### src/design/lrub_pkg.sv
// ----------------------------------------------------------------------------
// LRU block replacement package
// Shared sizes, command codes and the control bundle for the recency cells.
// ----------------------------------------------------------------------------
package lrub_pkg;

    // Number of cache blocks tracked by the policy.
    localparam int NUM_BLOCKS = 16;

    // Fixed field widths of the stream items.
    localparam int CMD_W   = 2;
    localparam int BLOCK_W = 4;

    // Width needed to name any block, and the width kept in each cell.
    localparam int IDX_W   = (NUM_BLOCKS > 2) ? $clog2(NUM_BLOCKS) : 1;
    localparam int ENTRY_W = (IDX_W > BLOCK_W) ? IDX_W : BLOCK_W;

    // Command codes.
    localparam logic [CMD_W-1:0] CMD_READ       = 2'd0;
    localparam logic [CMD_W-1:0] CMD_WRITE      = 2'd1;
    localparam logic [CMD_W-1:0] CMD_REPLACE    = 2'd2;
    localparam logic [CMD_W-1:0] CMD_INVALIDATE = 2'd3;

    // Control broadcast to every cell of the recency chain.
    typedef struct packed {
        logic               clear;   // empty the whole order
        logic               touch;   // look for key and move it to the tail
        logic               append;  // put tail into the first empty cell
        logic [ENTRY_W-1:0] key;     // block compared by a touch
        logic [ENTRY_W-1:0] tail;    // value written at the most-recent end
    } cell_ctrl_t;

endpackage

### src/design/lrub_cell.sv
// ----------------------------------------------------------------------------
// LRU recency cell
// Holds one position of the recency order. Cells form a chain from least
// recent to most recent; a shift request ripples towards the recent end.
// ----------------------------------------------------------------------------
module lrub_cell (
    input  logic                          aclk,
    input  logic                          aresetn,
    input  lrub_pkg::cell_ctrl_t          ctrl,
    input  logic                          shift_in,     // an older cell is leaving
    input  logic                          left_occ,     // older neighbour occupied
    input  logic                          right_occ,    // newer neighbour occupied
    input  logic [lrub_pkg::ENTRY_W-1:0]  right_entry,  // newer neighbour's block
    output logic                          shift_out,
    output logic                          occ,
    output logic [lrub_pkg::ENTRY_W-1:0]  entry
);
    import lrub_pkg::*;

    logic               occ_reg;
    logic               occ_next;
    logic [ENTRY_W-1:0] entry_reg;
    logic [ENTRY_W-1:0] entry_next;
    logic               hit;

    // This cell holds the touched block, so it and all newer cells close up.
    assign hit       = ctrl.touch & occ_reg & (entry_reg == ctrl.key);
    assign shift_out = shift_in | hit;

    // Next contents: clear, close the gap, or take an appended block.
    always_comb begin
        occ_next   = occ_reg;
        entry_next = entry_reg;
        if (ctrl.clear) begin
            occ_next = 1'b0;
        end else if (shift_out && occ_reg) begin
            entry_next = right_occ ? right_entry : ctrl.tail;
        end else if (ctrl.append && !occ_reg && left_occ) begin
            occ_next   = 1'b1;
            entry_next = ctrl.tail;
        end
    end

    // Occupancy is control state; the block index is payload.
    always_ff @(posedge aclk) begin
        if (!aresetn) begin
            occ_reg <= 1'b0;
        end else begin
            occ_reg <= occ_next;
        end
    end

    always_ff @(posedge aclk) begin
        entry_reg <= entry_next;
    end

    assign occ   = occ_reg;
    assign entry = entry_reg;

endmodule

### src/design/lrub_free_pick.sv
// ----------------------------------------------------------------------------
// LRU free block picker
// Finds the lowest-numbered invalid block from the per-block valid flags.
// ----------------------------------------------------------------------------
module lrub_free_pick (
    input  logic [lrub_pkg::NUM_BLOCKS-1:0] valid_flags,
    output logic                            any_free,
    output logic [lrub_pkg::ENTRY_W-1:0]    free_idx,
    output logic [lrub_pkg::NUM_BLOCKS-1:0] free_onehot
);
    import lrub_pkg::*;

    // Lowest invalid block wins: scan from the top so the lowest one is last.
    always_comb begin
        free_idx = '0;
        for (int i = NUM_BLOCKS - 1; i >= 0; i--) begin
            if (!valid_flags[i]) begin
                free_idx = ENTRY_W'(i);
            end
        end
    end

    // One-hot form isolates the lowest clear bit.
    assign free_onehot = ~valid_flags & (valid_flags + NUM_BLOCKS'(1));
    assign any_free    = ~&valid_flags;

endmodule

### src/design/lru_block_replacement.sv
// ----------------------------------------------------------------------------
// LRU block replacement policy
// Keeps the recency order of the cache blocks in a chain of cells and a
// valid flag per block; answers replace requests with a block index.
// ----------------------------------------------------------------------------
// A replace result is registered and shows on the master side in the cycle
// after the item is taken. Throughput: one item per cycle unless a held result
// stalls s_tready; the chain of cells applies a whole access, append or eviction.
// Reset: the order is empty and every block is invalid; no result is held.
// The stored block indices carry no reset and are read only once written.
module lru_block_replacement (
    input  logic       aclk,
    input  logic       aresetn,
    input  logic       s_tvalid,
    output logic       s_tready,
    input  logic [7:0] s_tdata,   // [3:0] block_index, [7:4] zero
    input  logic [1:0] s_tuser,   // [1:0] command
    output logic       m_tvalid,
    input  logic       m_tready,
    output logic [7:0] m_tdata,   // [3:0] victim_block, [7:4] zero
    output logic [0:0] m_tuser    // [0] was_free
);
    import lrub_pkg::*;

    logic                  accept;
    logic [CMD_W-1:0]      command;
    logic [BLOCK_W-1:0]    block_index;
    logic                  is_access;
    logic                  is_replace;
    logic                  is_invalidate;
    logic                  evict;
    cell_ctrl_t            ctrl;

    logic [NUM_BLOCKS-1:0] valid_reg;
    logic [NUM_BLOCKS-1:0] valid_next;
    logic                  any_free;
    logic [ENTRY_W-1:0]    free_idx;
    logic [NUM_BLOCKS-1:0] free_onehot;

    logic [NUM_BLOCKS:0]   shift;
    logic [NUM_BLOCKS-1:0] occ;
    logic [ENTRY_W-1:0]    entry [NUM_BLOCKS];

    logic                  m_valid_reg;
    logic                  m_valid_next;
    logic [BLOCK_W-1:0]    victim_reg;
    logic [BLOCK_W-1:0]    victim_next;
    logic                  was_free_reg;
    logic                  was_free_next;

    // Input handshake: the output register frees up when it is taken.
    assign s_tready    = ~m_valid_reg | m_tready;
    assign accept      = s_tvalid & s_tready;
    assign command     = s_tuser;
    assign block_index = s_tdata[BLOCK_W-1:0];

    // Command decode.
    assign is_access     = (command == CMD_READ) || (command == CMD_WRITE);
    assign is_replace    = (command == CMD_REPLACE);
    assign is_invalidate = (command == CMD_INVALIDATE);
    assign evict         = accept & is_replace & ~any_free;

    // Lowest free block.
    lrub_free_pick u_free_pick (
        .valid_flags (valid_reg),
        .any_free    (any_free),
        .free_idx    (free_idx),
        .free_onehot (free_onehot)
    );

    // Control for the cell chain. An eviction is a shift from the oldest cell
    // with the oldest block written back at the recent end.
    always_comb begin
        ctrl.clear  = accept & is_invalidate;
        ctrl.touch  = accept & is_access;
        ctrl.append = accept & is_replace & any_free;
        ctrl.key    = ENTRY_W'(block_index);
        if (is_replace && any_free) begin
            ctrl.tail = free_idx;
        end else if (is_replace) begin
            ctrl.tail = entry[0];
        end else begin
            ctrl.tail = ENTRY_W'(block_index);
        end
    end

    assign shift[0] = evict;

    // Recency chain, least recent in cell 0.
    for (genvar g = 0; g < NUM_BLOCKS; g++) begin : g_cell
        logic               left_occ;
        logic               right_occ;
        logic [ENTRY_W-1:0] right_entry;

        if (g == 0) begin : g_first
            assign left_occ = 1'b1;
        end else begin : g_mid
            assign left_occ = occ[g-1];
        end

        if (g == NUM_BLOCKS - 1) begin : g_last
            assign right_occ   = 1'b0;
            assign right_entry = '0;
        end else begin : g_inner
            assign right_occ   = occ[g+1];
            assign right_entry = entry[g+1];
        end

        lrub_cell u_cell (
            .aclk        (aclk),
            .aresetn     (aresetn),
            .ctrl        (ctrl),
            .shift_in    (shift[g]),
            .left_occ    (left_occ),
            .right_occ   (right_occ),
            .right_entry (right_entry),
            .shift_out   (shift[g+1]),
            .occ         (occ[g]),
            .entry       (entry[g])
        );
    end

    // Valid flags: cleared by invalidate, set by a free-block replace.
    always_comb begin
        valid_next = valid_reg;
        if (ctrl.clear) begin
            valid_next = '0;
        end else if (ctrl.append) begin
            valid_next = valid_reg | free_onehot;
        end
    end

    // Result register for replace requests.
    always_comb begin
        m_valid_next  = m_valid_reg & ~m_tready;
        victim_next   = victim_reg;
        was_free_next = was_free_reg;
        if (accept && is_replace) begin
            m_valid_next  = 1'b1;
            was_free_next = any_free;
            if (any_free) begin
                victim_next = free_idx[BLOCK_W-1:0];
            end else if (occ[0]) begin
                victim_next = entry[0][BLOCK_W-1:0];
            end else begin
                victim_next = '0;
            end
        end
    end

    always_ff @(posedge aclk) begin
        if (!aresetn) begin
            valid_reg   <= '0;
            m_valid_reg <= 1'b0;
        end else begin
            valid_reg   <= valid_next;
            m_valid_reg <= m_valid_next;
        end
    end

    always_ff @(posedge aclk) begin
        victim_reg   <= victim_next;
        was_free_reg <= was_free_next;
    end

    // Output packing.
    assign m_tvalid = m_valid_reg;
    assign m_tdata  = {{(8 - BLOCK_W){1'b0}}, victim_reg};
    assign m_tuser  = was_free_reg;

endmodule

### config.mk
export PLATFORM = sky130hd
export DESIGN_NAME = lru_block_replacement
export DESIGN_NICKNAME = d
export VERILOG_FILES = /design/src/design/lrub_pkg.sv /design/src/design/lrub_cell.sv /design/src/design/lrub_free_pick.sv /design/src/design/lru_block_replacement.sv
export SDC_FILE = /design/constraint.sdc
export NUM_CORES = 1
export LEC_CHECK = 0
export ABC_AREA = 0
export BUFFER_PORTS_ARGS = -buffer_cell sky130_fd_sc_hd__buf_2
export CORE_MARGIN = 2
export CORE_UTILIZATION = 42
export DETAILED_ROUTE_END_ITERATION = 10
export GPL_TIMING_DRIVEN = 0
export PLACE_DENSITY = 0.57
export SETUP_SLACK_MARGIN = 0.3
export SYNTH_ARGS = -nofsm -noshare
export SYNTH_HDL_FRONTEND = slang
export SYNTH_HIERARCHICAL = 1
export SYNTH_SLANG_ARGS = --single-unit
### constraint.sdc
create_clock -name aclk -period 13.87 [get_ports aclk]
set_clock_uncertainty 0.15 [all_clocks]
set_input_delay 2.0805 -clock aclk [delete_from_list [all_inputs] [get_ports aclk]]
set_output_delay 2.0805 -clock aclk [all_outputs]
set_load 0.01 [all_outputs]
==> reports/qor.yml <==
min_path_type: "register to register"
drc: 0
wl_um: 22100
dp.cells: 1256
final_cell_area_um2: 9490
reg2regPathDepth: 53
reg2reg_from: "valid_reg[0]$_SDFFE_PP0P_"
cp-startpoint: "s_tdata[2]"
nets: 1013
drt_iter0_drc: 487
combPwrFrac_pct: 14.7
worstSetupEndpointType: "register"
critPathMaxStageDelay_ns: 0.56
fin_setup_tns_ns: 0
instances_no_fill: 1274
overflow: 0
cts.sinks: 102
slew_violations: 0
reg2reg_slack_ns: 2.76
hold_viol: 0
status: "complete, no violations"
vias_per_cell: 5.78
path_clk_slew_ns: 0.08
numCtsBuffers: 9
cts_resized: 0
core.rowCount: 52
cp.depth: 50
switchingPower_w: 0.000183
clock_latency_ns: 0.35
startpoint_type: "input port"
hpwl_um: 14900
path_max_fanout: 17
max_slew_margin_pct: 33.1
holdPathStages: 2
placed_area_um2: 9160
vias: 7369
grt_max_degree: 33
multiInputGateArea_um2: 5570
antennaDiodeCount: 0
clkPwrFrac_pct: 38.1
dieHeight_um: 147
seq_area_um2: 2730
fillCellCount: 1971
grt_pass1_wl_um: 36400
p_per_area_nw_per_um2: 73.2
crit_family: "buffers and inverters"
first_pass_iters: 5
pwr-share-seq_pct: 47.2
setup_violations: 0
syn_area_um2: 8570
grtUsageTotal_pct: 20.8
critPathRequiredTime_ns: 13.71
critPathBufInv: 31
period_share_pct: 87.2
finalWorstPathRequiredPeriod_ns: 12.10
fmax_mhz: 82.7
grt_pass1_vias: 6893
cts_root_buf: "clkbuf_16"
syn_avg_cell_area_um2: 9.01
netlist_instances: 951
antenna_found_initial: 0
largest_reg_flops: 64
routedWlPerCell_um: 17.3
cts_tree: "built"
p_leak_nw: 3.50
yosysWarnings: 6
clockBufferDepth: 2
drv_cap: 0
arrival_ns: 11.94
core_area_um2: 20100
ios: 25
irDropWorstVdd_mv: 0.0523
worst_r2r_endpoint: "g_cell[15].u_cell/entry[1]$_DFFE_PP_"
start_util_pct: 42.6
synthToLayoutAreaGrowth_pct: 10.7
crit_type: "input port to register"
die-area_um2: 21600
drive_gt1_share_pct: 17.7
grt_setup_unrepaired: "no"
chipWidth_um: 147
worstMarginPinSlew_ns: 1.00
endpoint: "g_cell[15].u_cell/entry[1]$_DFFE_PP_"
p_int_w: 0.000512
port_buffers: 16
cp_slowest_cell: "buf_2"
switching_share_pct: 26.3
ant_nets: 0
place.gp.congestion: 0.827
ctsHtreeMaxLevel: 3
==> metal layers <==
layer	vias up	GRT usage [%]	share of wire, %
li1	3630	-	-
met5	-	0	0
met1	3576	30.0	49
met4	0	3.93	0.77
met3	11	2.61	3.4
met2	152	33.8	46
==> area by class of cell <==
class | count | share of cell area, %
timing repair buffer | 21 | 1.62
buffer | 46 | 3.31
multi-input combinational | 800 | 58.7
tap | 270 | 3.56
clock inverter | 5 | 0.369
sequential | 102 | 28.8
inverter | 19 | 0.752
clock buffer | 11 | 2.90
==> layout by cell type (no fill, tap or decap), types with 19 or more instances in the layout <==
cell type,count
nand4_1,129
nand2_1,174
xnor2_1,48
nor4b_1,64
buf_4,23
nor2_1,22
edfxtp_1,69
a21oi_1,19
or2_4,32
mux2i_1,68
dfxtp_1,33
nor2b_1,68
inv_1,19
==> worst min-delay path by stage <==
stage,startpoint,endpoint,slack (ns)
after floorplan,valid_reg[15]$_SDFFE_PP0P_,valid_reg[15]$_SDFFE_PP0P_,0.32
after global placement,valid_reg[15]$_SDFFE_PP0P_,valid_reg[15]$_SDFFE_PP0P_,0.35
after detailed placement,valid_reg[15]$_SDFFE_PP0P_,valid_reg[15]$_SDFFE_PP0P_,0.37
after CTS,valid_reg[15]$_SDFFE_PP0P_,valid_reg[15]$_SDFFE_PP0P_,0.39
after global routing,valid_reg[15]$_SDFFE_PP0P_,valid_reg[15]$_SDFFE_PP0P_,0.41
final,valid_reg[15]$_SDFFE_PP0P_,valid_reg[15]$_SDFFE_PP0P_,0.37
==> power by group through the flow <==
stage | registers, W | logic [W] | clock network [W]
detailed placement | 0.000335 | 0.000101 | 0
global placement | 0.000335 | 0.0000998 | 0
CTS | 0.000328 | 0.000101 | 0.000275
floorplan | 0.000335 | 0.0000715 | 0
finish | 0.000328 | 0.000102 | 0.000265
global route | 0.000328 | 0.000113 | 0.000284
==> stage by stage <==
stage          hold WS [ns]  power [W]  worst slack (ns)  util [%]
6_report              0.373   0.000694              1.77      47.2
5_1_grt               0.412   0.000725             0.671      47.2
4_1_cts               0.385   0.000704              1.31      47.1
3_5_place_dp          0.366   0.000436             0.978      45.6
3_3_place_gp          0.349   0.000435            -0.209      45.0
2_1_floorplan         0.321   0.000406              3.04         -
==> tightest hold or removal path, cell delays in order, from the launching register on <==
cell and delay [ns]:
dfxtp_1 0.37, a41oi_2 0.05, nor2_1 0.07
==> repair_timing <==
action | 4_1_cts | 5_1_grt
buffers inserted | 0 | 2
endpoints found under the setup margin | 0 | 6
hold endpoints to repair | 0 | 0
hold buffers | 0 | 0
No activity file was read; power rests on OpenSTA's default activity.
